--- src/hdl/rgb_to_color_space_core_assert.svh ---
// ---------------------------------------------------------------------------
// RGB color space converter assertion macros
// Concurrent checks written against the converter clock and reset.
// ---------------------------------------------------------------------------
`ifndef RGB_TO_COLOR_SPACE_CORE_ASSERT_SVH
`define RGB_TO_COLOR_SPACE_CORE_ASSERT_SVH
`define RGBCS_ASSERT_SAME(label, ante, cons) \
  label: assert property (@(posedge clk) disable iff (!rst_n) (ante) |-> (cons)) \
    else $error("rgbcs check failed");
`define RGBCS_ASSERT_NEXT(label, ante, cons) \
  label: assert property (@(posedge clk) disable iff (!rst_n) (ante) |=> (cons)) \
    else $error("rgbcs check failed");
`endif

--- src/hdl/rgbcs_pkg.sv ---
// ---------------------------------------------------------------------------
// RGB color space converter package
// Shared widths, space codes, matrix coefficients and pipeline types.
// ---------------------------------------------------------------------------
package rgbcs_pkg;

  localparam int COMP_WIDTH = 16;
  localparam int FRAC_BITS  = 12;

  typedef logic signed [COMP_WIDTH-1:0] comp_t;

  localparam comp_t COMP_MAX = comp_t'(2**(COMP_WIDTH-1) - 1);
  localparam comp_t COMP_MIN = comp_t'(-(2**(COMP_WIDTH-1)));

  localparam logic [2:0] SPACE_RGB = 3'd0;
  localparam logic [2:0] SPACE_HSL = 3'd1;
  localparam logic [2:0] SPACE_HSV = 3'd2;
  localparam logic [2:0] SPACE_XYZ = 3'd3;
  localparam logic [2:0] SPACE_CIE = 3'd4;
  localparam logic [2:0] SPACE_YIQ = 3'd5;
  localparam logic [2:0] SPACE_XYY = 3'd6;
  localparam logic [2:0] SPACE_BAD = 3'd7;

  localparam int COEF_W = 21;
  typedef logic signed [COEF_W-1:0] coef_t;

  localparam coef_t XYZ_COEF [3][3] = '{
    '{21'sd412453, 21'sd357580, 21'sd180423},
    '{21'sd212671, 21'sd715160, 21'sd72169},
    '{21'sd19334,  21'sd119193, 21'sd950227}
  };

  localparam coef_t YIQ_COEF [3][3] = '{
    '{21'sd299000, 21'sd587000, 21'sd114000},
    '{21'sd596000, -21'sd275000, -21'sd321000},
    '{21'sd212000, -21'sd523000, 21'sd311000}
  };

  // Matrix rows are divided by one million as a shift by 6 and a
  // reciprocal multiply by 1/15625 that is exact for 30-bit operands.
  localparam int PROD_W      = COMP_WIDTH + COEF_W;
  localparam int ACC_W       = PROD_W + 2;
  localparam int COEF_HALF   = 500000;
  localparam int REC_LO      = 6;
  localparam int REC_X_W     = 30;
  localparam int REC_M_W     = 31;
  localparam logic [REC_M_W-1:0] REC_MULT = 31'd1125899907;
  localparam int REC_SHIFT   = 44;
  localparam int MAT_Q_W     = COMP_WIDTH + 1;
  localparam int MAT_W       = COMP_WIDTH + 2;
  localparam int SUM_W       = COMP_WIDTH + 4;

  localparam int S_W   = COMP_WIDTH + 1;
  localparam int HSL_W = COMP_WIDTH + 2;
  localparam int HN_W  = COMP_WIDTH + 5;

  localparam logic signed [HSL_W-1:0] HSL_ONE = HSL_W'(2**FRAC_BITS);
  localparam logic signed [HSL_W-1:0] HSL_TWO = HSL_W'(2**(FRAC_BITS+1));

  localparam int DIV_W     = COMP_WIDTH + 3;
  localparam int DIV_QBITS = COMP_WIDTH + 1;
  localparam int DIV_PRE   = COMP_WIDTH - FRAC_BITS;
  localparam int DIV_LAT   = DIV_QBITS + 1;
  localparam logic [DIV_QBITS:0] DIV_RND_LIM = (DIV_QBITS+1)'(2**(COMP_WIDTH-1));

  typedef struct packed {
    logic [DIV_W-1:0] num;
    logic [DIV_W-1:0] den;
    logic             neg;
  } div_op_t;

  typedef struct packed {
    comp_t c0;
    comp_t c1;
    comp_t c2;
    logic  use_div0;
    logic  use_div1;
    logic  undef;
    logic  bad;
  } side_t;

endpackage

--- src/hdl/rgbcs_div.sv ---
// ---------------------------------------------------------------------------
// RGB color space converter divider
// Pipelined restoring divider, one quotient bit per stage, giving the
// rounded and saturated signed fraction num / den at the component scale.
// ---------------------------------------------------------------------------
module rgbcs_div (
  input  logic              clk,
  input  logic              en,
  input  rgbcs_pkg::div_op_t op_i,
  output rgbcs_pkg::comp_t  res_o
);

  logic [rgbcs_pkg::DIV_W-1:0]     rem_r  [rgbcs_pkg::DIV_QBITS];
  logic [rgbcs_pkg::DIV_W-1:0]     den_r  [rgbcs_pkg::DIV_QBITS];
  logic [rgbcs_pkg::DIV_QBITS-1:0] bits_r [rgbcs_pkg::DIV_QBITS];
  logic [rgbcs_pkg::DIV_QBITS-1:0] q_r    [rgbcs_pkg::DIV_QBITS+1];
  logic                            ovf_r  [rgbcs_pkg::DIV_QBITS+1];
  logic                            neg_r  [rgbcs_pkg::DIV_QBITS+1];

  logic [rgbcs_pkg::DIV_W-1:0] rem_nxt;
  assign rem_nxt = op_i.num >> rgbcs_pkg::DIV_PRE;

  always_ff @(posedge clk) begin
    if (en) begin
      rem_r[0]  <= rem_nxt;
      den_r[0]  <= op_i.den;
      bits_r[0] <= {op_i.num[rgbcs_pkg::DIV_PRE-1:0], (rgbcs_pkg::FRAC_BITS+1)'(0)};
      q_r[0]    <= '0;
      ovf_r[0]  <= rem_nxt >= op_i.den;
      neg_r[0]  <= op_i.neg;
    end
  end

  for (genvar k = 0; k < rgbcs_pkg::DIV_QBITS; k++) begin : g_step
    logic [rgbcs_pkg::DIV_W:0] trial;
    logic [rgbcs_pkg::DIV_W:0] diff;
    logic                      ge;
    assign trial = {rem_r[k], bits_r[k][rgbcs_pkg::DIV_QBITS-1]};
    assign diff  = trial - {1'b0, den_r[k]};
    assign ge    = trial >= {1'b0, den_r[k]};

    always_ff @(posedge clk) begin
      if (en) begin
        q_r[k+1]   <= {q_r[k][rgbcs_pkg::DIV_QBITS-2:0], ge};
        ovf_r[k+1] <= ovf_r[k];
        neg_r[k+1] <= neg_r[k];
      end
    end

    if (k < rgbcs_pkg::DIV_QBITS - 1) begin : g_carry
      always_ff @(posedge clk) begin
        if (en) begin
          rem_r[k+1]  <= ge ? diff[rgbcs_pkg::DIV_W-1:0] : trial[rgbcs_pkg::DIV_W-1:0];
          den_r[k+1]  <= den_r[k];
          bits_r[k+1] <= bits_r[k] << 1;
        end
      end
    end
  end

  logic [rgbcs_pkg::DIV_QBITS:0] rnd;
  logic                          big;
  assign rnd = ({1'b0, q_r[rgbcs_pkg::DIV_QBITS]} + (rgbcs_pkg::DIV_QBITS+1)'(1)) >> 1;
  assign big = ovf_r[rgbcs_pkg::DIV_QBITS] || (rnd >= rgbcs_pkg::DIV_RND_LIM);

  always_comb begin
    if (neg_r[rgbcs_pkg::DIV_QBITS]) begin
      res_o = big ? rgbcs_pkg::COMP_MIN
                  : -rgbcs_pkg::comp_t'(rnd[rgbcs_pkg::COMP_WIDTH-1:0]);
    end else begin
      res_o = big ? rgbcs_pkg::COMP_MAX
                  : rgbcs_pkg::comp_t'(rnd[rgbcs_pkg::COMP_WIDTH-1:0]);
    end
  end

endmodule

--- config.mk ---
export PLATFORM = sky130hd
export DESIGN_NAME = rgbcs_div
export DESIGN_NICKNAME = d
export VERILOG_FILES = /design/src/hdl/rgb_to_color_space_core_assert.svh /design/src/hdl/rgbcs_pkg.sv /design/src/hdl/rgbcs_div.sv
export SDC_FILE = /design/constraint.sdc
export NUM_CORES = 1
export LEC_CHECK = 0
export BUFFER_PORTS_ARGS = -buffer_cell sky130_fd_sc_hd__buf_2
export CAP_MARGIN = 5
export CORE_MARGIN = 1
export CORE_UTILIZATION = 32
export DETAILED_ROUTE_END_ITERATION = 7
export PLACE_DENSITY = 0.53
export SYNTH_ARGS = -nofsm -noshare
export SYNTH_HDL_FRONTEND = slang
export SYNTH_SLANG_ARGS = --single-unit
--- constraint.sdc ---
create_clock -name clk -period 8.1 [get_ports clk]
set_input_delay 1.215 -clock clk [delete_from_list [all_inputs] [get_ports clk]]
set_output_delay 1.215 -clock clk [all_outputs]
set_load 0.03 [all_outputs]
==> results by group, run 1 <==
Run
  – Max Cap Viol: 0

Outcome
  – Status: completed

STA
  – Slew margin rel.: 27.4%
  – TNS Setup: 0 ns
  – Final Setup Violations: 0
  – Max Fclk: 207 MHz
  – Max-slew violation count: 0
  – RSZ-0062 raised after global routing: no
  – Final hold viol count: 0
  – Worst Max-Slew Pin Slew: 1.09 ns
  – Fin Hold WS: 0.400 ns
  – Tcrit/Tclk final: 59.7%
  – Setup Skew: 0.0381 ns
  – Post-layout min period: 4.84 ns

Synth
  – Synth top area share: 55.4%
  – EDFF count, synth: between 800 and 900
  – Seq/Total Area, Yosys: 55.4%
  – Yosys cell types: 86
  – Synthesis warning total: 0
  – Syn Inst Count: 3918
  – Cell area after synthesis: 45600 um2
  – Async SR Flop Fraction: 0%
  – Top FF cell, synth: edfxtp_1
  – Area contributors post-synth: edfxtp_1 55%, ha_1 9.2%, inv_1 3.4%
  – Synth Register Bits: 841
  – Synth area leader: edfxtp_1
  – Average cell area after synthesis: 11.6 um2
  – Syn nets: between 4k and 5k

Die
  – Initial Utilization: about a third
  – Die X-Extent: 379 um
  – # IOs: 57
  – Die ar.: 144000 um2
  – Die H: 379 um
  – Core area: 141000 um2
  – # rows: around 140

Finish
  – Area delta synth->final: 12.2%
  – Non-filler instance count after layout: 5981
  – Post-route cell area: just over 50000 um2
  – Layout cells sized above 1: roughly 8.7%
  – Final nets: 4409

Critical path
  – Worst EP arrival: 3.62 ns
  – CP required: 6.88 ns
  – Crit start category: register
  – CP endpoint kind: output port
  – Peak fanout along the critical path: 13
  – Critical path class: register to output port

Placement
  – IO buf count: 56
  – Global placement routability congestion: roughly 0.83
  – Placed Cells incl. Taps: 5809
  – Placed Area: 48200 um2
  – DP Wirelength: 71.2 mm

Route
  – DRT Pass-1 Iters: 6
  – Post-route DRC: 0
  – Vias: 29.0k
  – Vias per cell: 4.85
  – Antenna viol nets, final: 0
  – 1st-iter DRT viols: ~2.2k
  – WL/cell: 16.2 um
  – Final WL: 97.0 mm

Clock tree
  – Clock root buffer: clkbuf_16
  – Hold Buf Count CTS: 0
  – CTS tree: yes
  – Post-CTS sizing: 0
  – Clk Latency, worst-skew pair: 0.69 ns
  – Max Buffers Root-to-Sink: 3
  – TritonCTS buffer count: 95
  – Htree depth: 3
  – Clk pin slew, worst setup/hold paths: 0.06 ns
  – Post-CTS setup buffer count: 0
  – Clk sink count: 841

GRT
  – Met1 Usage GRT: between 10% and 20%
  – Top Usage Layer GRT: met2
  – Met2 usage in global routing: 22.2%
  – Initial antenna violation count: 3
  – Met3 Resource Use GR: 2.40%
  – First-pass GRT wire length: 155 mm
  – Largest net degree at the start of global routing: 176
  – GRT overflow: 0
  – Total Routing Usage GR: 13.5%
  – Vias in the first global route: 28.4k

Power
  – Peak VDD IR: 201 uV
  – Pwr dens: 360 nW/um2
  – Leak: 20.2 nW
  – Final Power: 18.4 mW

Min path
  – Class of the worst hold path: register to register
-- stage by stage --
step                      setup WS, ns  utilization, %
after floorplan                   4.09               -
after global placement            4.00            34.1
after detailed placement          3.94            34.1
after CTS                         3.17            36.2
after global routing              2.92            36.2
final                             3.26            36.2
-- flip-flops by register name, indices dropped and copies added (netlist names) --
name and flops:
bits_r 10, den_r 323, neg_r 18, ovf_r 18, q_r 153, rem_r 319
-- synthesized netlist by cell type, types with 7 or more instances --
cell type,instances
edfxtp_1,841
inv_1,411
ha_1,336
o21ai_0,280
a21oi_1,276
nand2_1,266
nor2_1,226
xnor2_1,122
xor2_1,115
mux2_2,101
a21o_1,97
nand3_1,77
o21a_1,58
clkbuf_1,52
nor2b_1,50
nand2b_1,49
nor3_1,46
nand4_1,39
a211oi_1,35
a31oi_1,27
and3_1,27
o31ai_1,25
o31a_1,24
o21bai_1,21
o211ai_1,18
or2_2,18
buf_2,17
or3_1,17
fa_1,16
nor4_1,15
and2_1,14
mux2i_1,14
a2111oi_0,10
a31o_2,10
a211o_1,9
o2111ai_1,9
o22ai_1,9
and4_1,8
o41ai_1,8
a21boi_0,7
-- logic make-up after synthesis --
kind of cell             Yosys count  synth area share [%]
AO/OA/AOI/OAI                    993                  13.8
XOR/XNOR                         237                  4.55
adder cells (fa/ha/maj)          352                  9.93
buffers and inverters            489                  4.09
flip-flops                       841                  55.4
multiplexers                     120                  2.93
AND/OR/NAND/NOR                  886                  9.32
-- layer usage --
metal / routed length [um] / part of all wire (%)
met5: 9 / 0.0093
met4: 2940 / 3.0
met3: 3670 / 3.8
met2: 45800 / 47
met1: 44600 / 46
-- power breakdown --
group	internal [mW]	switching, mW
Sequential	6.24	0.589
Combinational	3.25	4.19
Clock	2.36	1.76
Total	11.8	6.54
-- worst max-delay path, stage by stage (launching register included) --
cell and delay (ns):
edfxtp_1 0.37, ha_1 0.36, inv_1 0.14, nor4_2 0.49, and4_1 0.28, nand2_1 0.09, mux2i_1 0.67, o21ai_0 0.20
o21ai_0 0.12, buf_2 0.23
-- cell type report --
| class | instances | area, um2 |
|---|---|---|
| Inverter | 413 | 1550 |
| Sequential cell | 841 | 25300 |
| Clock inverter | 52 | 439 |
| Tap cell | 1890 | 2360 |
| Clock buffer | 119 | 2510 |
| Multi-Input combinational cell | 2588 | 18500 |
| Antenna cell | 1 | 2.50 |
| Fill cell | 13800 | 90300 |
| Timing Repair Buffer | 77 | 498 |
-- path summary, 6_finish.rpt --
kind | slack, ns | from | depth (start not counted) | to
setup / recovery | 3.26 | q_r[17][0] | 9 | res_o[12]
hold / removal | 0.40 | q_r[9][6] | 0 | q_r[10][7]
hold reg to reg | 0.40 | q_r[9][6] | 0 | q_r[10][7]
setup reg to reg | 4.39 | den_r[0][38] | 11 | rem_r[3][9]
-- layout by cell type (no fill, tap or decap), drive strengths merged, types with 58 or more instances in the layout --
master	count
buf	77
clkbuf	119
nor2	226
a21oi	276
nand2	266
inv	418
ha	336
a21o	97
o21a	58
edfxtp	841
xor2	115
mux2	106
o21ai	285
nand3	77
xnor2	122
Power figures use the tool's default switching activity.
==> run 2: changes to the inputs <==
Settings changed: PLACE_DENSITY 0.53 to 0.55.
Clock period 8.1 ns to 4.1 ns, I/O delays scaled along.
==> run 2 against run 1 <==
Against the previous run: cell count is 0.64% higher; the flow now finishes with violations (DRC); non-clock buffer count is 36 higher; clock-buffer cell count is 1 lower; critical endpoint is now res_o[13]; critical path type unchanged; critical path depth is 1 higher.
==> results by group, run 2 (same netlist as run 1, synthesis figures left out) <==
Outcome
  – Status: finished, violations left (was completed)
  – Failing checks: DRC

Clock tree
  – Clk pin slew, worst setup/hold paths: 0.06 ns (about the same)
  – Clk sink count: 841 (unchanged)
  – CTS tree: yes (unchanged)
  – Max Buffers Root-to-Sink: 3 (unchanged)
  – TritonCTS buffer count: 95 (unchanged)
  – Hold Buf Count CTS: 0 (unchanged)
  – Htree depth: 3 (unchanged)
  – Clk Latency, worst-skew pair: 0.70 ns (was 0.69 ns)
  – Clock root buffer: clkbuf_16 (unchanged)

Finish
  – Commonest non-fill, non-tap cells in the layout: 841 x edfxtp_1, 411 x inv_1, 335 x ha_1, 279 x o21ai_0, 273 x a21oi_1 (was 841 x edfxtp_1, 411 x inv_1, 336 x ha_1, 279 x o21ai_0, 274 x a21oi_1)
  – Final nets: 4445 (was 4409)
  – Most common cell after layout, fill and taps aside: edfxtp_1 (unchanged)
  – Antenna diodes: 0 (was 1)
  – Largest register FFs: 323 (unchanged)
  – Layout cells sized above 1: 9.83% (was 8.73%)
  – Fillers: 13.7k (was 13.8k)
  – Non-filler instance count after layout: 6019 (was 5981)
  – Post-route cell area: 51500 um2 (was 51100 um2)
  – Area delta synth->final: 13.0% (was 12.2%)
  – Largest register by flop count: den_r (unchanged)
  – Largest registers: den_r (323), rem_r (319), q_r (153) (unchanged)

Die
  – Initial Utilization: 32.2% (unchanged)
  – Die ar.: 144000 um2 (unchanged)
  – # rows: 138 (unchanged)
  – # IOs: 57 (unchanged)
  – Die H: 379 um (unchanged)
  – Die X-Extent: 379 um (unchanged)
  – Core area: 141000 um2 (unchanged)

Critical path
  – Peak fanout along the critical path: 6 (was 13)
  – Worst path cell trace: nand4_1 -> buf_4 -> nor2_2 -> a2111o_1 -> a21oi_2 -> nand3_2 -> o311ai_2 -> o41ai_1 -> a21o_1 -> buf_2 (was ha_1 -> inv_1 -> nor4_2 -> and4_1 -> nand2_1 -> mux2i_1 -> o21ai_0 -> o21ai_0 -> buf_2)
  – CP max-delay cell: a2111o_1 (was mux2i_1)
  – CP required: 3.48 ns (was 6.88 ns)
  – Top Family by Delay on Critical Path: compound AO/OA/AOI/OAI gates (was simple AND/OR/NAND/NOR gates)
  – Slowest stage delay, CP: 0.46 ns (was 0.67 ns)
  – Worst EP arrival: 3.29 ns (was 3.62 ns)
  – CP endpoint kind: output port (unchanged)
  – Critical path class: register to output port (unchanged)
  – Crit start category: register (unchanged)
  – Buf+Inv Stages, Crit Path: 2 (unchanged)

STA
  – Post-layout min period: 3.91 ns
  – Slew margin rel.: 45.9% (was 27.4%)
  – Slack of the critical path: 0.194 ns (was 3.26 ns)
  – Worst Max-Slew Pin Slew: 0.803 ns (was 1.09 ns)
  – Tcrit/Tclk final: 95.3%
  – Max Fclk: 256 MHz
  – Final hold viol count: 0 (unchanged)
  – Max-slew violation count: 0 (unchanged)
  – TNS Setup: 0 ns (unchanged)
  – Final Setup Violations: 0 (unchanged)
  – Fin Hold WS: 0.104 ns (was 0.400 ns)
  – Setup Skew: 0.0294 ns (was 0.0381 ns)

Placement
  – Placed Area: 48400 um2 (was 48200 um2)
  – IO buf count: 56 (unchanged)
  – DP Wirelength: 72.0 mm (was 71.2 mm)
  – Placed Cells incl. Taps: 5834 (was 5809)
  – Pre-CTS setup slack: 0.605 ns (was 3.94 ns)
  – Global placement routability congestion: 0.859 (was 0.832)

Route
  – DRT Pass-1 Iters: 7 (was 6)
  – WL/cell: 16.0 um (was 16.2 um)
  – Vias per cell: 4.85 (about the same)
  – Post-route DRC: 1 (was 0)
  – Final WL: 96.5 mm (was 97.0 mm)
  – Vias: 29.2k (was 29.0k)
  – Antenna viol nets, final: 0 (unchanged)
  – 1st-iter DRT viols: 1907 (was 2220)

GRT
  – Vias in the first global route: 28.4k (about the same)
  – GRT overflow: 0 (unchanged)
  – Total Routing Usage GR: 13.4% (was 13.5%)
  – Largest net degree at the start of global routing: 124 (was 176)
  – First-pass GRT wire length: 155 mm (about the same)
  – Initial antenna violation count: 2 (was 3)

Power
  – Pwr dens: 707 nW/um2 (was 360 nW/um2)
  – Leak: 20.4 nW (was 20.2 nW)
  – Peak VDD IR: 339 uV (was 201 uV)

Min path
  – Class of the worst hold path: input port to register (was register to register)

Run
  – Max Cap Viol: 0 (unchanged)
run 2: layout make-up:
class	count	area [um2]	area share [%]
flip-flops and latches	841	25300	49.0
well taps	1890	2360	4.59
multi-input cells	2588	18600	36.0
repair buffers	113	838	1.63
inverters	413	1550	3.01
clock buffers	118	2480	4.83
clock inverters	56	444	0.863
run 2: worst paths after layout:
path	startpoint	to	slack (ns)	depth (start not counted)
min	op_i[20]	bits_r[0][12]	0.10	1
max reg2reg	den_r[0][38]	rem_r[3][3]	0.60	10
min reg2reg	q_r[15][4]	q_r[16][5]	0.40	0
max	q_r[17][4]	res_o[13]	0.19	10
run 2: power breakdown:
part / leakage (nW) / switching (mW) / internal [mW] / total (mW)
logic: 10.7 / 8.29 / 6.58 / 14.9
registers: 8.24 / 1.15 / 12.3 / 13.5
clock network: 1.42 / 3.45 / 4.62 / 8.07
run 2: per-stage QoR:
step / power [mW] / utilization, %
2_1_floorplan: 24.5 / -
6_report: 36.4 / 36.4
3_3_place_gp: 28.3 / 34.2
4_1_cts: 36.7 / 36.3
5_1_grt: 39.1 / 36.4
3_5_place_dp: 28.4 / 34.2
run 2: per-layer routing:
| metal | vias to the layer above | GRT usage (%) | share of wire (%) |
|---|---|---|---|
| met4 | 0 | 3.33 | 2.1 |
| met3 | 125 | 2.16 | 3.5 |
| li1 | 14700 | - | - |
| met1 | 13900 | 17.7 | 47 |
| met2 | 449 | 22.8 | 48 |
| met5 | - | 0 | 0 |
run 2: repair_timing:
item	CTS	global route
endpoints found under the setup margin	8	10
setup buffers	0	10
gates resized for setup	2	8
pin swaps	0	3
hold endpoints to repair	0	0
==> run 3: changes to the inputs <==
Settings changed: CELL_PAD_IN_SITES_DETAIL_PLACEMENT set to 1, CELL_PAD_IN_SITES_GLOBAL_PLACEMENT set to 1, PLACE_DENSITY 0.55 to 0.63.
==> run 3 against run 2 <==
Against the previous run: the flow now finishes without violations; cell count increased by 0.17%; critical path type unchanged; via count grew 2.3%; worst setup slack worse by 0.012 ns; sequential cell count unchanged; highest routed layer unchanged; hold slack lost 0.0060 ns; global-route usage up 1.9 points.
==> results by group, run 3 (same netlist as run 1, synthesis figures left out) <==
Placement
  – IO buf count: 56 (unchanged)
  – Pre-CTS setup slack: 0.239 ns (was 0.605 ns)
  – Placed Cells incl. Taps: 5834 (unchanged)
  – DP Wirelength: 82.7 mm (was 72.0 mm)
  – Global placement routability congestion: 0.847 (was 0.859)

Power
  – Final Power: 37.9 mW (was 36.4 mW)
  – Pwr dens: 729 nW/um2 (was 707 nW/um2)
  – Peak VDD IR: 355 uV (was 339 uV)
  – Leak: 20.6 nW (was 20.4 nW)

Die
  – Die X-Extent: 379 um (unchanged)
  – Core area: 141000 um2 (unchanged)
  – # rows: 138 (unchanged)
  – Die ar.: 144000 um2 (unchanged)
  – Initial Utilization: 32.2% (unchanged)
  – Die H: 379 um (unchanged)
  – # IOs: 57 (unchanged)

Clock tree
  – Htree depth: 3 (unchanged)
  – Hold Buf Count CTS: 0 (unchanged)
  – Clk pin slew, worst setup/hold paths: 0.06 ns (about the same)
  – Max Buffers Root-to-Sink: 3 (unchanged)
  – Clk sink count: 841 (unchanged)
  – Clk Latency, worst-skew pair: 0.71 ns (was 0.70 ns)
  – TritonCTS buffer count: 97 (was 95)
  – Clock root buffer: clkbuf_16 (unchanged)
  – CTS tree: yes (unchanged)

Min path
  – Min-delay src: op_i[22] (was op_i[20])
  – Hold depth: 1 (unchanged)
  – Class of the worst hold path: input port to register (unchanged)

Route
  – WL/cell: 18.2 um (was 16.0 um)
  – Antenna viol nets, final: 0 (unchanged)
  – Final WL: 110 mm (was 96.5 mm)
  – Post-route DRC: 0 (was 1)
  – 1st-iter DRT viols: 1522 (was 1907)
  – DRT Pass-1 Iters: 5 (was 7)
  – Vias: 29.9k (was 29.2k)
  – Vias per cell: 4.96 (was 4.85)

Finish
  – Largest register FFs: 323 (unchanged)
  – Final nets: 4450 (was 4445)
  – Commonest non-fill, non-tap cells in the layout: 841 x edfxtp_1, 411 x inv_1, 335 x ha_1, 278 x o21ai_0, 273 x a21oi_1 (was 841 x edfxtp_1, 411 x inv_1, 335 x ha_1, 279 x o21ai_0, 273 x a21oi_1)
  – Most common cell after layout, fill and taps aside: edfxtp_1 (unchanged)
  – Fillers: 15.3k (was 13.7k)
  – Layout cells sized above 1: 10.4% (was 9.83%)
  – Antenna diodes: 0 (unchanged)
  – Area delta synth->final: 14.1% (was 13.0%)
  – Non-filler instance count after layout: 6029 (was 6019)
  – Multi-input gate area: 18600 um2 (about the same)
  – Largest register by flop count: den_r (unchanged)
  – FF/Latch Area: 25300 um2 (unchanged)
  – Largest registers: den_r (323), rem_r (319), q_r (153) (unchanged)

Critical path
  – Reg2Reg Depth: 10 (unchanged)
  – R2r startpoint: den_r[0][0] (was den_r[0][38])
  – CP endpoint kind: output port (unchanged)
  – Crit start category: register (unchanged)
  – Worst EP arrival: 3.30 ns (was 3.29 ns)
  – Critical path class: register to output port (unchanged)
  – CP required: 3.48 ns (about the same)
  – Critical path startpoint: q_r[17][1] (was q_r[17][4])
  – Peak fanout along the critical path: 5 (was 6)

GRT
  – Vias in the first global route: 31.1k (was 28.4k)
  – Total Routing Usage GR: 15.3% (was 13.4%)
  – Largest net degree at the start of global routing: 133 (was 124)
  – GRT overflow: 0 (unchanged)
  – Initial antenna violation count: 2 (unchanged)
  – First-pass GRT wire length: 174 mm (was 155 mm)

STA
  – Tcrit/Tclk final: 95.5% (was 95.3%)
  – Worst Max-Slew Pin Slew: 1.09 ns (was 0.803 ns)
  – Max Fclk: 255 MHz (was 256 MHz)
  – Setup Skew: 0.0373 ns (was 0.0294 ns)
  – Final Setup Violations: 0 (unchanged)
  – Post-layout min period: 3.92 ns (was 3.91 ns)
  – Final hold viol count: 0 (unchanged)
  – Slack of the critical path: 0.182 ns (was 0.194 ns)
  – Slew margin rel.: 27.2% (was 45.9%)
  – Max-slew violation count: 0 (unchanged)
  – RSZ-0062 raised after global routing: yes

Run
  – Max Cap Viol: 0 (unchanged)

Outcome
  – Status: completed (was finished, violations left)
-- run 3: metal layers --
metal	track usage (%)	routed length, um	part of all wire [%]
met1	18.7	47700	43
met2	27.5	56000	51
met3	2.24	2910	2.7
met4	4.74	3180	2.9
met5	0	0	0
-- run 3: final cells by class --
class / count / area share, %
clock buffers: 108 / 4.83
flip-flops and latches: 841 / 48.6
inverters: 413 / 2.98
well taps: 1890 / 4.55
multi-input cells: 2588 / 35.7
clock inverters: 73 / 1.60
repair buffers: 116 / 1.74
-- run 3: what timing repair did --
| action | CTS | global route |
|---|---|---|
| resized for setup | 12 | 11 |
| setup endpoints to repair | 14 | 16 |
| gates cloned | 0 | 0 |
| hold endpoints to repair | 0 | 0 |
| pin swaps | 1 | 5 |
| setup buffers | 5 | 9 |
-- run 3: per-stage QoR --
| step | hold slack, ns | setup TNS [ns] | util (%) | cell area, um2 |
|---|---|---|---|---|
| floorplan | 0.400 | 0 | - | 45600 |
| global placement | 0.400 | 0 | 34.3 | 48500 |
| detailed placement | 0.406 | 0 | 34.3 | 48500 |
| CTS | 0.0315 | -0.0198 | 36.7 | 51900 |
| global route | 0.0424 | -0.161 | 36.8 | 52000 |
| finish | 0.0976 | 0 | 36.8 | 52000 |
-- run 3: final timing paths --
check / to / slack [ns]
setup reg to reg: rem_r[1][5] / 0.59
hold reg to reg: q_r[12][3] / 0.40
setup / recovery: res_o[13] / 0.18
hold / removal: bits_r[0][14] / 0.1
-- run 3: worst max-delay path: stages, from the launching register on --
cell and delay [ns]:
edfxtp_1 0.40, buf_4 0.14, and3_1 0.29, mux2i_1 0.27
a32oi_1 0.15, nor2_1 0.31, nand3_1 0.24, o311ai_1 0.32
o41ai_1 0.12, a21o_1 0.19, buf_2 0.19
-- run 3: report_power, final --
part / total [mW] / internal, mW / switching (mW)
clock network: 9.06 / 5.43 / 3.63
registers: 13.6 / 12.3 / 1.24
logic: 15.3 / 6.63 / 8.66
